[src/rtl/assert_macros.svh]
// Assertion macros used by the parser core RTL.
// Each macro expects clk_i and rst_ni to be visible at the point of use.
`ifndef ASSERT_MACROS_SVH
`define ASSERT_MACROS_SVH

// Same-cycle implication.
`define ASSERT_IMPL(label, ante, cons, msg) \
  label: assert property (@(posedge clk_i) disable iff (!rst_ni) (ante) |-> (cons)) \
    else $error(msg);

// Next-cycle implication.
`define ASSERT_NEXT(label, ante, cons, msg) \
  label: assert property (@(posedge clk_i) disable iff (!rst_ni) (ante) |=> (cons)) \
    else $error(msg);

`endif

[src/rtl/btlv_pkg.sv]
// ----------------------------------------------------------------------------
// btlv_pkg
// Types and constants for the BER tag-length-value stream parser.
// ----------------------------------------------------------------------------
`timescale 1ns / 1ps
`default_nettype none

package btlv_pkg;

  localparam int OFFSET_WIDTH     = 16;
  localparam int MAX_LENGTH_BYTES = 4;
  localparam int LEN_BIG_BYTES    = 4;
  localparam int TAG_MAX_BYTES    = 4;
  localparam int FIFO_DEPTH       = 4;
  localparam int FIFO_PTR_W       = $clog2(FIFO_DEPTH);
  localparam int FIFO_CNT_W       = $clog2(FIFO_DEPTH + 1);

  localparam logic [OFFSET_WIDTH-1:0] OFFSET_LIMIT = {OFFSET_WIDTH{1'b1}};
  localparam logic [15:0] MAX_TOKENS_RESET = 16'hFFFF;
  localparam logic [4:0]  TAG_EXT_MARK     = 5'h1F;

  typedef enum logic [2:0] {
    PH_TAG_FIRST,
    PH_TAG_EXT,
    PH_LEN_FIRST,
    PH_LEN_LONG,
    PH_VALUE
  } btlv_phase_e;

  typedef enum logic [1:0] {
    KIND_TOKEN = 2'd0,
    KIND_DONE  = 2'd1,
    KIND_ERROR = 2'd2
  } btlv_kind_e;

  typedef enum logic [2:0] {
    ERR_NONE     = 3'd0,
    ERR_TOKENS   = 3'd1,
    ERR_INVALID  = 3'd2,
    ERR_OVERFLOW = 3'd3,
    ERR_TRUNC    = 3'd4
  } btlv_err_e;

  typedef struct packed {
    logic [7:0] data_byte;
    logic       final_byte;
  } btlv_in_t;

  typedef struct packed {
    logic [1:0]              result_kind;
    logic [31:0]             tag_value;
    logic [30:0]             length_value;
    logic [OFFSET_WIDTH-1:0] value_offset;
    logic [15:0]             token_index;
    logic [2:0]              error_code;
    logic [OFFSET_WIDTH-1:0] total_length;
    logic                    last_result;
  } btlv_out_t;

  // Byte as classified by the front end.
  typedef struct packed {
    logic [7:0] byte_val;
    logic       fin;
    logic       ext_tag;
    logic       is_zero;
    logic       is_ff;
    logic       cnt_big;
    logic       cnt_zero;
  } btlv_cls_t;

  typedef struct packed {
    btlv_phase_e             phase;
    logic [31:0]             tag_accum;
    logic [2:0]              tag_cnt;
    logic [30:0]             len_accum;
    logic [2:0]              len_left;
    logic [30:0]             val_left;
    logic [OFFSET_WIDTH-1:0] offset;
    logic [15:0]             tok_cnt;
    logic                    err_latched;
  } btlv_state_t;

  localparam btlv_state_t STATE_CLEAR = '{
    phase:       PH_TAG_FIRST,
    tag_accum:   32'd0,
    tag_cnt:     3'd0,
    len_accum:   31'd0,
    len_left:    3'd0,
    val_left:    31'd0,
    offset:      {OFFSET_WIDTH{1'b0}},
    tok_cnt:     16'd0,
    err_latched: 1'b0
  };

endpackage

`default_nettype wire

[src/rtl/btlv_front.sv]
// ----------------------------------------------------------------------------
// btlv_front
// Input stage: takes byte requests and tags each with its decode flags.
// ----------------------------------------------------------------------------
`timescale 1ns / 1ps
`default_nettype none

module btlv_front (
  input  var btlv_pkg::btlv_in_t  in_data_i,
  output btlv_pkg::btlv_cls_t     cls_o
);

  always_comb begin
    cls_o.byte_val = in_data_i.data_byte;
    cls_o.fin      = in_data_i.final_byte;
    cls_o.ext_tag  = (in_data_i.data_byte[4:0] == btlv_pkg::TAG_EXT_MARK);
    cls_o.is_zero  = (in_data_i.data_byte == 8'h00);
    cls_o.is_ff    = (in_data_i.data_byte == 8'hFF);
    cls_o.cnt_big  = (in_data_i.data_byte[6:0] > 7'(btlv_pkg::MAX_LENGTH_BYTES));
    cls_o.cnt_zero = (in_data_i.data_byte[6:0] == 7'd0);
  end

endmodule

`default_nettype wire

[src/rtl/btlv_fifo.sv]
// ----------------------------------------------------------------------------
// btlv_fifo
// Short queue of classified bytes between front end and parser.
// ----------------------------------------------------------------------------
`timescale 1ns / 1ps
`default_nettype none

module btlv_fifo (
  input  var logic                clk_i,
  input  var logic                rst_ni,
  input  var logic                push_i,
  input  var btlv_pkg::btlv_cls_t push_data_i,
  output logic                    full_o,
  output logic                    not_empty_o,
  input  var logic                pop_i,
  output btlv_pkg::btlv_cls_t     pop_data_o
);

  btlv_pkg::btlv_cls_t mem_q [btlv_pkg::FIFO_DEPTH];

  logic [btlv_pkg::FIFO_PTR_W-1:0] wr_ptr_q, wr_ptr_d;
  logic [btlv_pkg::FIFO_PTR_W-1:0] rd_ptr_q, rd_ptr_d;
  logic [btlv_pkg::FIFO_CNT_W-1:0] count_q, count_d;

  localparam logic [btlv_pkg::FIFO_PTR_W-1:0] PTR_LAST =
    btlv_pkg::FIFO_PTR_W'(btlv_pkg::FIFO_DEPTH - 1);

  assign full_o      = (count_q == btlv_pkg::FIFO_CNT_W'(btlv_pkg::FIFO_DEPTH));
  assign not_empty_o = (count_q != '0);
  assign pop_data_o  = mem_q[rd_ptr_q];

  always_comb begin
    wr_ptr_d = wr_ptr_q;
    rd_ptr_d = rd_ptr_q;
    count_d  = count_q;
    if (push_i) begin
      wr_ptr_d = (wr_ptr_q == PTR_LAST) ? '0 : wr_ptr_q + 1'b1;
    end
    if (pop_i) begin
      rd_ptr_d = (rd_ptr_q == PTR_LAST) ? '0 : rd_ptr_q + 1'b1;
    end
    if (push_i && !pop_i) begin
      count_d = count_q + 1'b1;
    end else if (!push_i && pop_i) begin
      count_d = count_q - 1'b1;
    end
  end

  always_ff @(posedge clk_i or negedge rst_ni) begin
    if (!rst_ni) begin
      wr_ptr_q <= '0;
      rd_ptr_q <= '0;
      count_q  <= '0;
    end else begin
      wr_ptr_q <= wr_ptr_d;
      rd_ptr_q <= rd_ptr_d;
      count_q  <= count_d;
    end
  end

  always_ff @(posedge clk_i) begin
    if (push_i) begin
      mem_q[wr_ptr_q] <= push_data_i;
    end
  end

endmodule

`default_nettype wire

[src/rtl/btlv_back.sv]
// ----------------------------------------------------------------------------
// btlv_back
// Parser core: runs the TLV header FSM on one queued byte per cycle unless
// held up, and drives results through an output register and a second slot.
// ----------------------------------------------------------------------------
`timescale 1ns / 1ps
`default_nettype none
`include "assert_macros.svh"

module btlv_back (
  input  var logic                clk_i,
  input  var logic                rst_ni,
  input  var logic                q_avail_i,
  input  var btlv_pkg::btlv_cls_t q_data_i,
  output logic                    q_pop_o,
  input  var logic                cfg_valid_i,
  input  var logic [15:0]         cfg_data_i,
  output logic                    out_valid_o,
  input  var logic                out_stall_i,
  output btlv_pkg::btlv_out_t     out_data_o
);

  btlv_pkg::btlv_state_t state_q, state_d, s;
  logic [15:0]           max_tokens_q;

  logic                  emit;
  logic                  done;
  btlv_pkg::btlv_err_e   err;
  logic [31:0]           tok_tag;
  logic [30:0]           tok_len;
  logic [btlv_pkg::OFFSET_WIDTH-1:0] tok_off;
  logic [15:0]           tok_idx;

  btlv_pkg::btlv_out_t   rec_tok, rec_tail, first_rec, second_rec;
  logic                  has_any, has_two;

  logic                  out_valid_q, out_valid_d;
  btlv_pkg::btlv_out_t   out_q, out_d;
  logic                  pend_valid_q, pend_valid_d;
  btlv_pkg::btlv_out_t   pend_q, pend_d;
  logic                  out_free;

  assign out_free = !out_valid_q || !out_stall_i;
  assign q_pop_o  = q_avail_i && !pend_valid_q && out_free;

  // Next parser state for the byte at the head of the queue.
  always_comb begin
    s       = state_q;
    emit    = 1'b0;
    done    = 1'b0;
    err     = btlv_pkg::ERR_NONE;
    tok_tag = '0;
    tok_len = '0;
    tok_off = '0;
    tok_idx = '0;
    if (state_q.err_latched) begin
      // drop bytes until the end of the buffer
      if (q_data_i.fin) begin
        s = btlv_pkg::STATE_CLEAR;
      end
    end else begin
      if (state_q.offset == btlv_pkg::OFFSET_LIMIT) begin
        err = btlv_pkg::ERR_TRUNC;
      end else begin
        s.offset = state_q.offset + 1'b1;
        case (state_q.phase)
          btlv_pkg::PH_TAG_FIRST: begin
            if (state_q.tok_cnt >= max_tokens_q) begin
              err = btlv_pkg::ERR_TOKENS;
            end else begin
              s.tag_accum = {24'd0, q_data_i.byte_val};
              s.tag_cnt   = 3'd1;
              s.len_accum = '0;
              s.phase     = q_data_i.ext_tag ? btlv_pkg::PH_TAG_EXT : btlv_pkg::PH_LEN_FIRST;
            end
          end
          btlv_pkg::PH_TAG_EXT: begin
            if (state_q.tag_cnt == 3'd1 && q_data_i.is_zero) begin
              err = btlv_pkg::ERR_INVALID;
            end else if (state_q.tag_cnt >= 3'(btlv_pkg::TAG_MAX_BYTES)) begin
              err = btlv_pkg::ERR_OVERFLOW;
            end else begin
              s.tag_accum = {state_q.tag_accum[23:0], q_data_i.byte_val};
              s.tag_cnt   = state_q.tag_cnt + 1'b1;
              if (!q_data_i.byte_val[7]) begin
                s.phase = btlv_pkg::PH_LEN_FIRST;
              end
            end
          end
          btlv_pkg::PH_LEN_FIRST: begin
            if (q_data_i.byte_val[7]) begin
              if (q_data_i.is_ff) begin
                err = btlv_pkg::ERR_INVALID;
              end else if (q_data_i.cnt_big) begin
                err = btlv_pkg::ERR_OVERFLOW;
              end else if (q_data_i.cnt_zero) begin
                s.len_accum = '0;
                emit        = 1'b1;
              end else begin
                s.len_accum = '0;
                s.len_left  = q_data_i.byte_val[2:0];
                s.phase     = btlv_pkg::PH_LEN_LONG;
              end
            end else begin
              s.len_accum = {24'd0, q_data_i.byte_val[6:0]};
              emit        = 1'b1;
            end
          end
          btlv_pkg::PH_LEN_LONG: begin
            // a set top bit in the first of four bytes means 2^31 or more
            if (state_q.len_left >= 3'(btlv_pkg::LEN_BIG_BYTES) && q_data_i.byte_val[7]) begin
              err = btlv_pkg::ERR_OVERFLOW;
            end else begin
              s.len_accum = {state_q.len_accum[22:0], q_data_i.byte_val};
              s.len_left  = state_q.len_left - 1'b1;
              if (s.len_left == 3'd0) begin
                emit = 1'b1;
              end
            end
          end
          default: begin
            // skip value bytes
            if (state_q.val_left != '0) begin
              s.val_left = state_q.val_left - 1'b1;
            end
            if (s.val_left == '0) begin
              s.phase = btlv_pkg::PH_TAG_FIRST;
            end
          end
        endcase
        if (emit) begin
          tok_tag   = s.tag_accum;
          tok_len   = s.len_accum;
          tok_off   = s.offset;
          tok_idx   = s.tok_cnt;
          s.tok_cnt = s.tok_cnt + 1'b1;
          if (s.len_accum == '0) begin
            s.phase = btlv_pkg::PH_TAG_FIRST;
          end else begin
            s.val_left = s.len_accum;
            s.phase    = btlv_pkg::PH_VALUE;
          end
        end
      end
      if (err == btlv_pkg::ERR_NONE && q_data_i.fin) begin
        if (s.phase == btlv_pkg::PH_TAG_FIRST) begin
          done = 1'b1;
        end else begin
          err = btlv_pkg::ERR_TRUNC;
        end
      end
      if (err != btlv_pkg::ERR_NONE) begin
        s.err_latched = 1'b1;
      end
      if (q_data_i.fin) begin
        s = btlv_pkg::STATE_CLEAR;
      end
    end
    state_d = q_pop_o ? s : state_q;
  end

  // Result records for the same byte.
  always_comb begin
    rec_tok              = '0;
    rec_tok.result_kind  = btlv_pkg::KIND_TOKEN;
    rec_tok.tag_value    = tok_tag;
    rec_tok.length_value = tok_len;
    rec_tok.value_offset = tok_off;
    rec_tok.token_index  = tok_idx;

    rec_tail = '0;
    if (done) begin
      rec_tail.result_kind  = btlv_pkg::KIND_DONE;
      rec_tail.total_length = state_q.offset + 1'b1;
    end else begin
      rec_tail.result_kind = btlv_pkg::KIND_ERROR;
      rec_tail.error_code  = err;
    end

    has_any = emit || done || (err != btlv_pkg::ERR_NONE);
    has_two = emit && (done || (err != btlv_pkg::ERR_NONE));

    first_rec              = emit ? rec_tok : rec_tail;
    first_rec.last_result  = !has_two;
    second_rec             = rec_tail;
    second_rec.last_result = 1'b1;
  end

  always_comb begin
    out_valid_d  = out_valid_q;
    out_d        = out_q;
    pend_valid_d = pend_valid_q;
    pend_d       = pend_q;
    if (pend_valid_q && out_free) begin
      out_valid_d  = 1'b1;
      out_d        = pend_q;
      pend_valid_d = 1'b0;
    end else if (q_pop_o) begin
      out_valid_d  = has_any;
      out_d        = first_rec;
      pend_valid_d = has_two;
      pend_d       = second_rec;
    end else if (out_free) begin
      out_valid_d = 1'b0;
    end
  end

  always_ff @(posedge clk_i or negedge rst_ni) begin
    if (!rst_ni) begin
      state_q      <= btlv_pkg::STATE_CLEAR;
      max_tokens_q <= btlv_pkg::MAX_TOKENS_RESET;
      out_valid_q  <= 1'b0;
      pend_valid_q <= 1'b0;
    end else begin
      state_q      <= state_d;
      out_valid_q  <= out_valid_d;
      pend_valid_q <= pend_valid_d;
      if (cfg_valid_i) begin
        max_tokens_q <= cfg_data_i;
      end
    end
  end

  always_ff @(posedge clk_i) begin
    out_q  <= out_d;
    pend_q <= pend_d;
  end

  assign out_valid_o = out_valid_q;
  assign out_data_o  = out_q;

  `ASSERT_IMPL(a_pend_behind_out, pend_valid_q, out_valid_q, "second result without first")
  `ASSERT_IMPL(a_no_pop_with_pend, q_pop_o, !pend_valid_q, "byte taken with result pending")
  `ASSERT_IMPL(a_value_owed, state_q.phase == btlv_pkg::PH_VALUE, state_q.val_left != '0,
               "value phase with nothing owed")
  `ASSERT_NEXT(a_final_clears, q_pop_o && q_data_i.fin, state_q.offset == '0,
               "state not cleared after final byte")

endmodule

`default_nettype wire

[src/rtl/ber_tlv_stream_parser.sv]
// ----------------------------------------------------------------------------
// ber_tlv_stream_parser
// BER tag-length-value parser: one buffer byte in, token/done/error out.
// ----------------------------------------------------------------------------
//  channel  | direction | handshake        | payload
//  in       | in        | in_valid/stall   | data_byte, final_byte
//  out      | out       | out_valid/stall  | kind, tag, length, offset, ...
//  cfg      | in        | cfg_valid/ready  | max_tokens (16 bit)
//
//  One byte per cycle is taken while the queue has room; a byte that yields
//  a token and a done or error result holds the parser while the second
//  result leaves from its holding slot. A byte passes through the queue and
//  then the output register. The four-entry queue separates input from the
//  parser, so input stalls only when it fills. Reset is asynchronous;
//  max_tokens resets to 65535.
`timescale 1ns / 1ps
`default_nettype none

module ber_tlv_stream_parser (
  input  var logic               clk_i,
  input  var logic               rst_ni,
  input  var logic               in_valid_i,
  output logic                   in_stall_o,
  input  var btlv_pkg::btlv_in_t in_data_i,
  output logic                   out_valid_o,
  input  var logic               out_stall_i,
  output btlv_pkg::btlv_out_t    out_data_o,
  input  var logic               cfg_valid_i,
  output logic                   cfg_ready_o,
  input  var logic [15:0]        cfg_data_i
);

  btlv_pkg::btlv_cls_t cls, q_data;
  logic                full, q_avail, q_pop;

  assign in_stall_o  = full;
  assign cfg_ready_o = 1'b1;

  btlv_front u_front (
    .in_data_i (in_data_i),
    .cls_o     (cls)
  );

  btlv_fifo u_fifo (
    .clk_i       (clk_i),
    .rst_ni      (rst_ni),
    .push_i      (in_valid_i && !full),
    .push_data_i (cls),
    .full_o      (full),
    .not_empty_o (q_avail),
    .pop_i       (q_pop),
    .pop_data_o  (q_data)
  );

  btlv_back u_back (
    .clk_i       (clk_i),
    .rst_ni      (rst_ni),
    .q_avail_i   (q_avail),
    .q_data_i    (q_data),
    .q_pop_o     (q_pop),
    .cfg_valid_i (cfg_valid_i),
    .cfg_data_i  (cfg_data_i),
    .out_valid_o (out_valid_o),
    .out_stall_i (out_stall_i),
    .out_data_o  (out_data_o)
  );

endmodule

`default_nettype wire
[config.mk]
export PLATFORM = sky130hd
export DESIGN_NAME = ber_tlv_stream_parser
export DESIGN_NICKNAME = d
export VERILOG_FILES = /design/src/rtl/btlv_pkg.sv /design/src/rtl/btlv_front.sv /design/src/rtl/btlv_fifo.sv /design/src/rtl/btlv_back.sv /design/src/rtl/ber_tlv_stream_parser.sv
export VERILOG_INCLUDE_DIRS = /design/src /design/src/rtl
export SDC_FILE = /design/constraint.sdc
export NUM_CORES = 1
export LEC_CHECK = 0
export BUFFER_PORTS_ARGS = -buffer_cell sky130_fd_sc_hd__clkbuf_2
export CAP_MARGIN = 20
export CELL_PAD_IN_SITES_DETAIL_PLACEMENT = 0
export CELL_PAD_IN_SITES_GLOBAL_PLACEMENT = 1
export CORE_ASPECT_RATIO = 1.1
export CORE_UTILIZATION = 40
export CTS_CLUSTER_SIZE = 20
export DETAILED_ROUTE_END_ITERATION = 12
export HOLD_SLACK_MARGIN = 0.1
export PLACE_DENSITY_LB_ADDON = 0.1
export SYNTH_ARGS = -nofsm -noshare
export SYNTH_HDL_FRONTEND = slang
export SYNTH_HIERARCHICAL = 1
export SYNTH_SLANG_ARGS = --single-unit
[constraint.sdc]
create_clock -name clk_i -period 17.8 [get_ports clk_i]
set_clock_uncertainty 0.2 [all_clocks]
set_input_delay 1.78 -clock clk_i [delete_from_list [all_inputs] [get_ports clk_i]]
set_output_delay 1.78 -clock clk_i [all_outputs]
set_load 0.05 [all_outputs]
==> flow_metrics.tcl, run 1 <==
set metrics [dict create \
    status "completed" \
    ys_warn_count 6 \
    tightestPinTransition_ns 1.12 \
    peakVddDrop_v 0.0000902 \
    leakagePower_nw 7.83 \
    synthArstFlopShare 0.454 \
    antenna_found_initial 0 \
    htreeDepth 2 \
    synth_cells 1485 \
    synth_seq_area_share 0.583 \
    p_sw_w 0.00187 \
    final-setup-viol-count 0 \
    first_global_vias 12200 \
    synth-edff-count 194 \
    vias_per_cell 5.76 \
    p_per_area_nw_per_um2 205 \
    path_class "reg -> reg" \
    clock_latency_ns 0.56 \
    hp-start "u_fifo/count_q[2]$_DFFE_PN0P_" \
    final_cell_mix "194 x edfxtp_1, 158 x nor2_1, 147 x clkbuf_2, 145 x dfrtp_1, 122 x nand2_1" \
    grt_usage 0.227 \
    grt_pass1_wl_um 74800 \
    drc_errors 0 \
    cts.repair.resized 0 \
    area_growth_pct 15.1 \
    worstReg2RegEnd "u_back/out_data_o[4]$_DFFE_PP_" \
    path_delay_family "compound AO/OA/AOI/OAI gates" \
    stdcell_count 2183 \
    die_x_um 198 \
    period_share 0.289 \
    comb_power_share 0.463 \
    num_vias 12600 \
    synth_nets 1546 \
    slew_viol_final 0 \
    whs_path_depth 1 \
    swShare 0.467 \
    postCtsHoldBufs 0 \
    yosys-top-cells-area "edfxtp_1 34%, dfrtp_1 21%, nor2_1 3.5%, a22o_1 3.4%, o21ai_0 2.7%" \
    drive_gt1_frac 0.184 \
    post_cts_buffers 0 \
    dp_cells 2110 \
    grt-ovfl-total 0 \
    fmax_mhz 194 \
    syn-cell-area_um2 16900 \
    num_io_pins 150 \
    die_h_um 218 \
    intPower_w 0.00213 \
    cp_max_fo 35 \
    cts_tree "done" \
    clock-root-buffer "clkbuf_16" \
    clkTransAtPathRegs_ns 0.06 \
    drt-pass1-iter-count 5 \
    cap_violations 0 \
    grt_max_degree 98 \
    end_kind "register" \
    crit_arrival_ns 5.31 \
    r2r_cells 10 \
    mostFrequentLayoutCell "edfxtp_1" \
    syn_area_per_cell_um2 11.4 \
    num_rows 78 \
    ant_nets 0 \
    synth-seq-cells 355 \
    rrSetupSlack_ns 12.65 \
    hp-class "reg -> reg" \
    clock_sinks 355 \
    synthFlopType "edfxtp_1" \
    gp_congestion 0.878 \
    routed_wl_um 48200 \
    synth_top_area_cell "edfxtp_1" \
    start_util 0.408 \
    cp_slowest_cell "dfrtp_1" \
    crit-reg2reg-launch "u_fifo/rd_ptr_q[0]$_DFFE_PN0P_" \
    port_buffers 148 \
    finalCriticalPeriod_ns 5.15 \
    fin_hold_ws_ns 0.295 \
    dieArea_um2 43100 \
    clock_power_share 0.217 \
    crit_buf_inv 1 \
    layout.nets 1653 \
    cts_buffers 39 \
    setup_tns_ns 0 \
    synth.distinct_cells 86 \
    hold_viol 0 \
    min_to "u_fifo/count_q[2]$_DFFE_PN0P_" \
    wire_per_inst_um 22.1 \
    slew_headroom 0.251 \
    slowest_delay_ns 0.92 \
    num_antenna_cells 0 \
    dpl.hpwl_um 32300 \
    rsz0062_at_grt "no" \
    seqPwrFrac 0.320 \
    clockBufferDepth 3 \
    core_region_area_um2 41500 \
    first_iter_violations 1112 \
    path_cells "mux4_1 > or4_1 > o41ai_1 > o311ai_0 > nor4_1 > a41oi_1 > buf_4 > a21oi_1 > o211ai_4 > o31ai_1" \
    crit_required_ns 17.96 \
    synth_top_area_share 0.344 \
    worstSetupStartpointType "register" \
]
[final cells by class]
class	count	area, µm²
repair buffers	168	905
inverters	43	161
clock inverters	23	305
fillers	3870	22000
clock buffers	49	1060
flip-flops and latches	355	9870
multi-input cells	985	6470
well taps	560	701
[kinds of logic after synthesis]
group	count (synthesis)	synth area share
AND/OR/NAND/NOR	512	0.149
buffers and inverters	145	0.0370
multiplexers	27	0.0280
XOR/XNOR	32	0.0166
flip-flops	355	0.583
AO/OA/AOI/OAI	382	0.162
other	1	0.000222
adder cells (fa/ha/maj)	31	0.0234
[worst max-delay path by stage]
stage                                               from                                 end  slack [ns]  cells past startpoint
final                     u_fifo/rd_ptr_q[0]$_DFFE_PN0P_      u_back/out_data_o[4]$_DFFE_PP_       12.65                     10
after floorplan                              out_stall_i  u_back/out_data_o[0]$_SDFFCE_PP1P_        9.68                      1
after global placement    u_fifo/rd_ptr_q[0]$_DFFE_PN0P_    u_back/out_data_o[116]$_DFFE_PP_       12.68                     10
after CTS                 u_fifo/rd_ptr_q[0]$_DFFE_PN0P_     u_back/out_data_o[10]$_DFFE_PP_       12.58                     10
after global routing      u_fifo/rd_ptr_q[0]$_DFFE_PN0P_      u_back/out_data_o[6]$_DFFE_PP_       12.34                     10
after detailed placement  u_fifo/rd_ptr_q[0]$_DFFE_PN0P_      u_back/out_data_o[4]$_DFFE_PP_       12.68                     10
[power groups by stage]
stage / Sequential [W] / Combinational, W / Clock (W)
after detailed placement: 0.00129 / 0.00184 / 0
after floorplan: 0.00163 / 0.00100 / 0
after global routing: 0.00130 / 0.00199 / 0.000920
after CTS: 0.00128 / 0.00185 / 0.000889
final: 0.00128 / 0.00185 / 0.000866
after global placement: 0.00129 / 0.00185 / 0
[routing by layer]
metal	GRT usage	wire length [µm]	vias to the layer above
met5	0	0	-
met4	0.0649	1140	0
met3	0.0411	2810	70
met2	0.347	22100	404
met1	0.328	22200	6307
li1	-	-	5792
[cells in the mapped netlist, types with 5 or more instances]
library cell  instances
o32a_1                7
or3_1                16
nand2_1             122
a211oi_1              5
o31ai_1              20
edfxtp_1            194
a31oi_1               7
buf_4                10
o221ai_1              8
and2_1               20
o21ai_0              92
and3_1               12
nand4_1              18
nand2b_1             15
nor3b_1               8
inv_1                41
o31ai_2              11
dfrtp_1             145
nor3_1               52
or4_1                 9
dfstp_2              16
a21oi_1              42
o22ai_1              16
nand3_1              33
nor4_1               16
a21o_1                8
ha_1                 30
a22oi_1              53
mux4_2                8
nor2_1              158
mux4_1                6
mux2i_1               8
clkbuf_1             80
a22o_1               65
xnor2_1              13
mux2_2                5
o311a_1               6
xor2_1               19
[state kept, by name, indices dropped and copies added (netlist names)]
signal               count
u_fifo/wr_ptr_q          2
u_fifo/mem_q            56
u_back/pend_q           21
u_back/max_tokens_q     16
u_back/out_data_o      117
u_back/pend_valid_q      1
u_back/out_valid_o       1
u_fifo/count_q           3
u_fifo/rd_ptr_q          2
u_back/state_q         136
[metrics by stage]
step	cell area, µm²	setup slack, ns	power [W]	util
3_5_place_dp	18100	12.68	0.00313	0.436
2_1_floorplan	16900	9.68	0.00263	-
6_report	19500	12.65	0.00400	0.470
5_1_grt	19500	12.34	0.00422	0.470
3_3_place_gp	18100	12.68	0.00314	0.436
4_1_cts	19500	12.58	0.00402	0.469
[worst register-to-register path: cells and delay by family (launching register included)]
kind	cells	cell delay (ns)
simple gates	2	0.95
buf+inv	1	0.25
mux	1	0.82
compound gates	6	1.82
flops	1	0.92
Power figures use the tool's default switching activity.
==> inputs of run 2 (changes only) <==
==> constraint.sdc (replaced) <==
create_clock -name clk_i -period 4.45 [get_ports clk_i]
set_clock_uncertainty 0.2 [all_clocks]
set_input_delay 0.445 -clock clk_i [delete_from_list [all_inputs] [get_ports clk_i]]
set_output_delay 0.445 -clock clk_i [all_outputs]
set_load 0.05 [all_outputs]
==> run 2 against run 1 <==
Combinational power rose to 4.6 times the previous value. Sequential share of layout area shrank 2.3 points. Total power rose to 4.2 times the previous value. Largest cell class unchanged. Non-clock buffer count grew 94. Worst setup slack got worse by 12 ns. Highest routed layer unchanged. Global-route usage rose by 0.36 points.
==> flow_metrics.tcl, run 2 (synthesis gave the netlist of run 1 again) <==
set metrics [dict create \
    setup_tns_ns 0 \
    drt-pass1-iter-count 5 \
    gp_congestion 0.913 \
    period_share 0.947 \
    finalCriticalPeriod_ns 4.21 \
    grt_max_degree 84 \
    cp_max_fo 35 \
    whs_path_depth 3 \
    timing.final.ws_setup_ns 0.236 \
    rsz0062_at_grt "no" \
    grt-ovfl-total 0 \
    dieArea_um2 43100 \
    nFillCells 3835 \
    hp-start "cfg_valid_i" \
    num_rows 78 \
    leakagePower_nw 8.31 \
    r2r_cells 10 \
    use_met3 0.0379 \
    cts_tree "done" \
    slowest_delay_ns 0.57 \
    utilization 0.492 \
    min_to "u_back/max_tokens_q[10]$_DFFE_PN1P_" \
    drc_errors 0 \
    pre_cts_slack_ns -0.0845 \
    routed_wl_um 49300 \
    wire_per_inst_um 21.7 \
    area_growth_pct 20.5 \
    rrSetupSlack_ns 0.24 \
    cts_buffers 39 \
    p_per_area_nw_per_um2 831 \
    path_delay_family "simple AND/OR/NAND/NOR gates" \
    core_region_area_um2 41500 \
    tightestPinTransition_ns 0.918 \
    worstReg2RegEnd "u_back/out_data_o[7]$_DFFE_PP_" \
    dp_cells 2176 \
    stdcell_count 2275 \
    clock_latency_ns 0.55 \
    path_cells "nor4_1 > nor3b_1 > a311o_1 > o2111ai_1 > or4_1 > or4_4 > nor4_4 > o211ai_4 > buf_12 > o31ai_1" \
    start_util 0.408 \
    clock-root-buffer "clkbuf_16" \
    largest_reg_flops 136 \
    use_met1 0.336 \
    clockBufferDepth 3 \
    final_cell_mix "194 x edfxtp_1, 156 x nor2_1, 147 x clkbuf_2, 145 x dfrtp_1, 122 x nand2_1" \
    multi_input_area_um2 6520 \
    grt_usage 0.230 \
    cap_violations 0 \
    fmax_mhz 237 \
    grt.met2_usage 0.351 \
    cp_slowest_cell "or4_4" \
    peakVddDrop_v 0.000399 \
    crit_required_ns 4.63 \
    layout.nets 1747 \
    num_antenna_cells 0 \
    path_class "reg -> reg" \
    regMostFlops "u_back/state_q" \
    port_buffers 148 \
    die_h_um 218 \
    crit_arrival_ns 4.39 \
    clock_sinks 355 \
    mostFrequentLayoutCell "edfxtp_1" \
    ant_nets 0 \
    first_iter_violations 969 \
    final-seq-area_um2 9870 \
    slew_viol_final 0 \
    globalRoute.busiestLayer "met2" \
    drive_gt1_frac 0.216 \
    num_vias 13000 \
    post_cts_buffers 0 \
    final-setup-viol-count 0 \
    hp-class "in -> reg" \
    htreeDepth 2 \
    die_x_um 198 \
    slew_headroom 0.381 \
    num_io_pins 150 \
    status "completed" \
    dpl.hpwl_um 34200 \
    end_kind "register" \
    vias_per_cell 5.72 \
    crit_buf_inv 1 \
    hold_viol 0 \
    first_global_vias 12500 \
    worstSetupStartpointType "register" \
    antenna_found_initial 0 \
    clkTransAtPathRegs_ns 0.06 \
    grt_pass1_wl_um 75900 \
    crit-reg2reg-launch "u_back/state_q[53]$_DFFE_PN0P_" \
]
## run 2: report_power, final
part	internal [W]	switching, W
registers	0.00451	0.000504
logic	0.00250	0.00593
clock network	0.00216	0.00134
total	0.00917	0.00778
## run 2: worst max path at each step
stage                                        start                               end  depth (start not counted)
floorplan           u_back/state_q[33]$_DFFE_PN0P_  u_back/out_data_o[116]$_DFFE_PP_                         12
CTS                 u_back/state_q[34]$_DFFE_PN0P_    u_back/out_data_o[7]$_DFFE_PP_                         12
global route        u_back/state_q[34]$_DFFE_PN0P_    u_back/out_data_o[7]$_DFFE_PP_                         12
finish              u_back/state_q[53]$_DFFE_PN0P_    u_back/out_data_o[7]$_DFFE_PP_                         10
global placement    u_back/state_q[34]$_DFFE_PN0P_      u_back/pend_q[116]$_DFFE_PP_                         12
detailed placement  u_back/state_q[34]$_DFFE_PN0P_    u_back/out_data_o[7]$_DFFE_PP_                         12
## run 2: repair_timing
item,4_1_cts,5_1_grt
hold buffers,28,0
endpoints found under the setup margin,27,63
gates cloned,0,0
resized for setup,2,11
pin swaps,0,2
endpoints found under the hold margin,124,0
## run 2: final cells by class
| type | count | area share |
|---|---|---|
| clock buffers | 43 | 0.0496 |
| clock inverters | 27 | 0.0181 |
| inverters | 43 | 0.00792 |
| multi-input cells | 985 | 0.320 |
| flip-flops and latches | 355 | 0.484 |
| well taps | 560 | 0.0344 |
| repair buffers | 262 | 0.0858 |
## run 2: tightest hold or removal path, cell delays in order
cell and delay [ns]:
clkbuf_2 0.31, nand2_1 0.13, o21ai_0 0.07
## run 2: through the flow
stage / area, µm² / total power, W / hold slack, ns
detailed placement: 18600 / 0.0133 / 0.280
finish: 20400 / 0.0170 / 0.217
global route: 20400 / 0.0178 / 0.282
global placement: 18600 / 0.0134 / 0.277
floorplan: 16900 / 0.0104 / -0.0506
CTS: 20300 / 0.0169 / 0.189
## run 2: metal layers
layer / vias up / routed length [µm]
met2: 429 / 22300
li1: 6000 / -
met5: - / 0
met1: 6500 / 22900
met3: 79 / 2720
met4: 0 / 1280
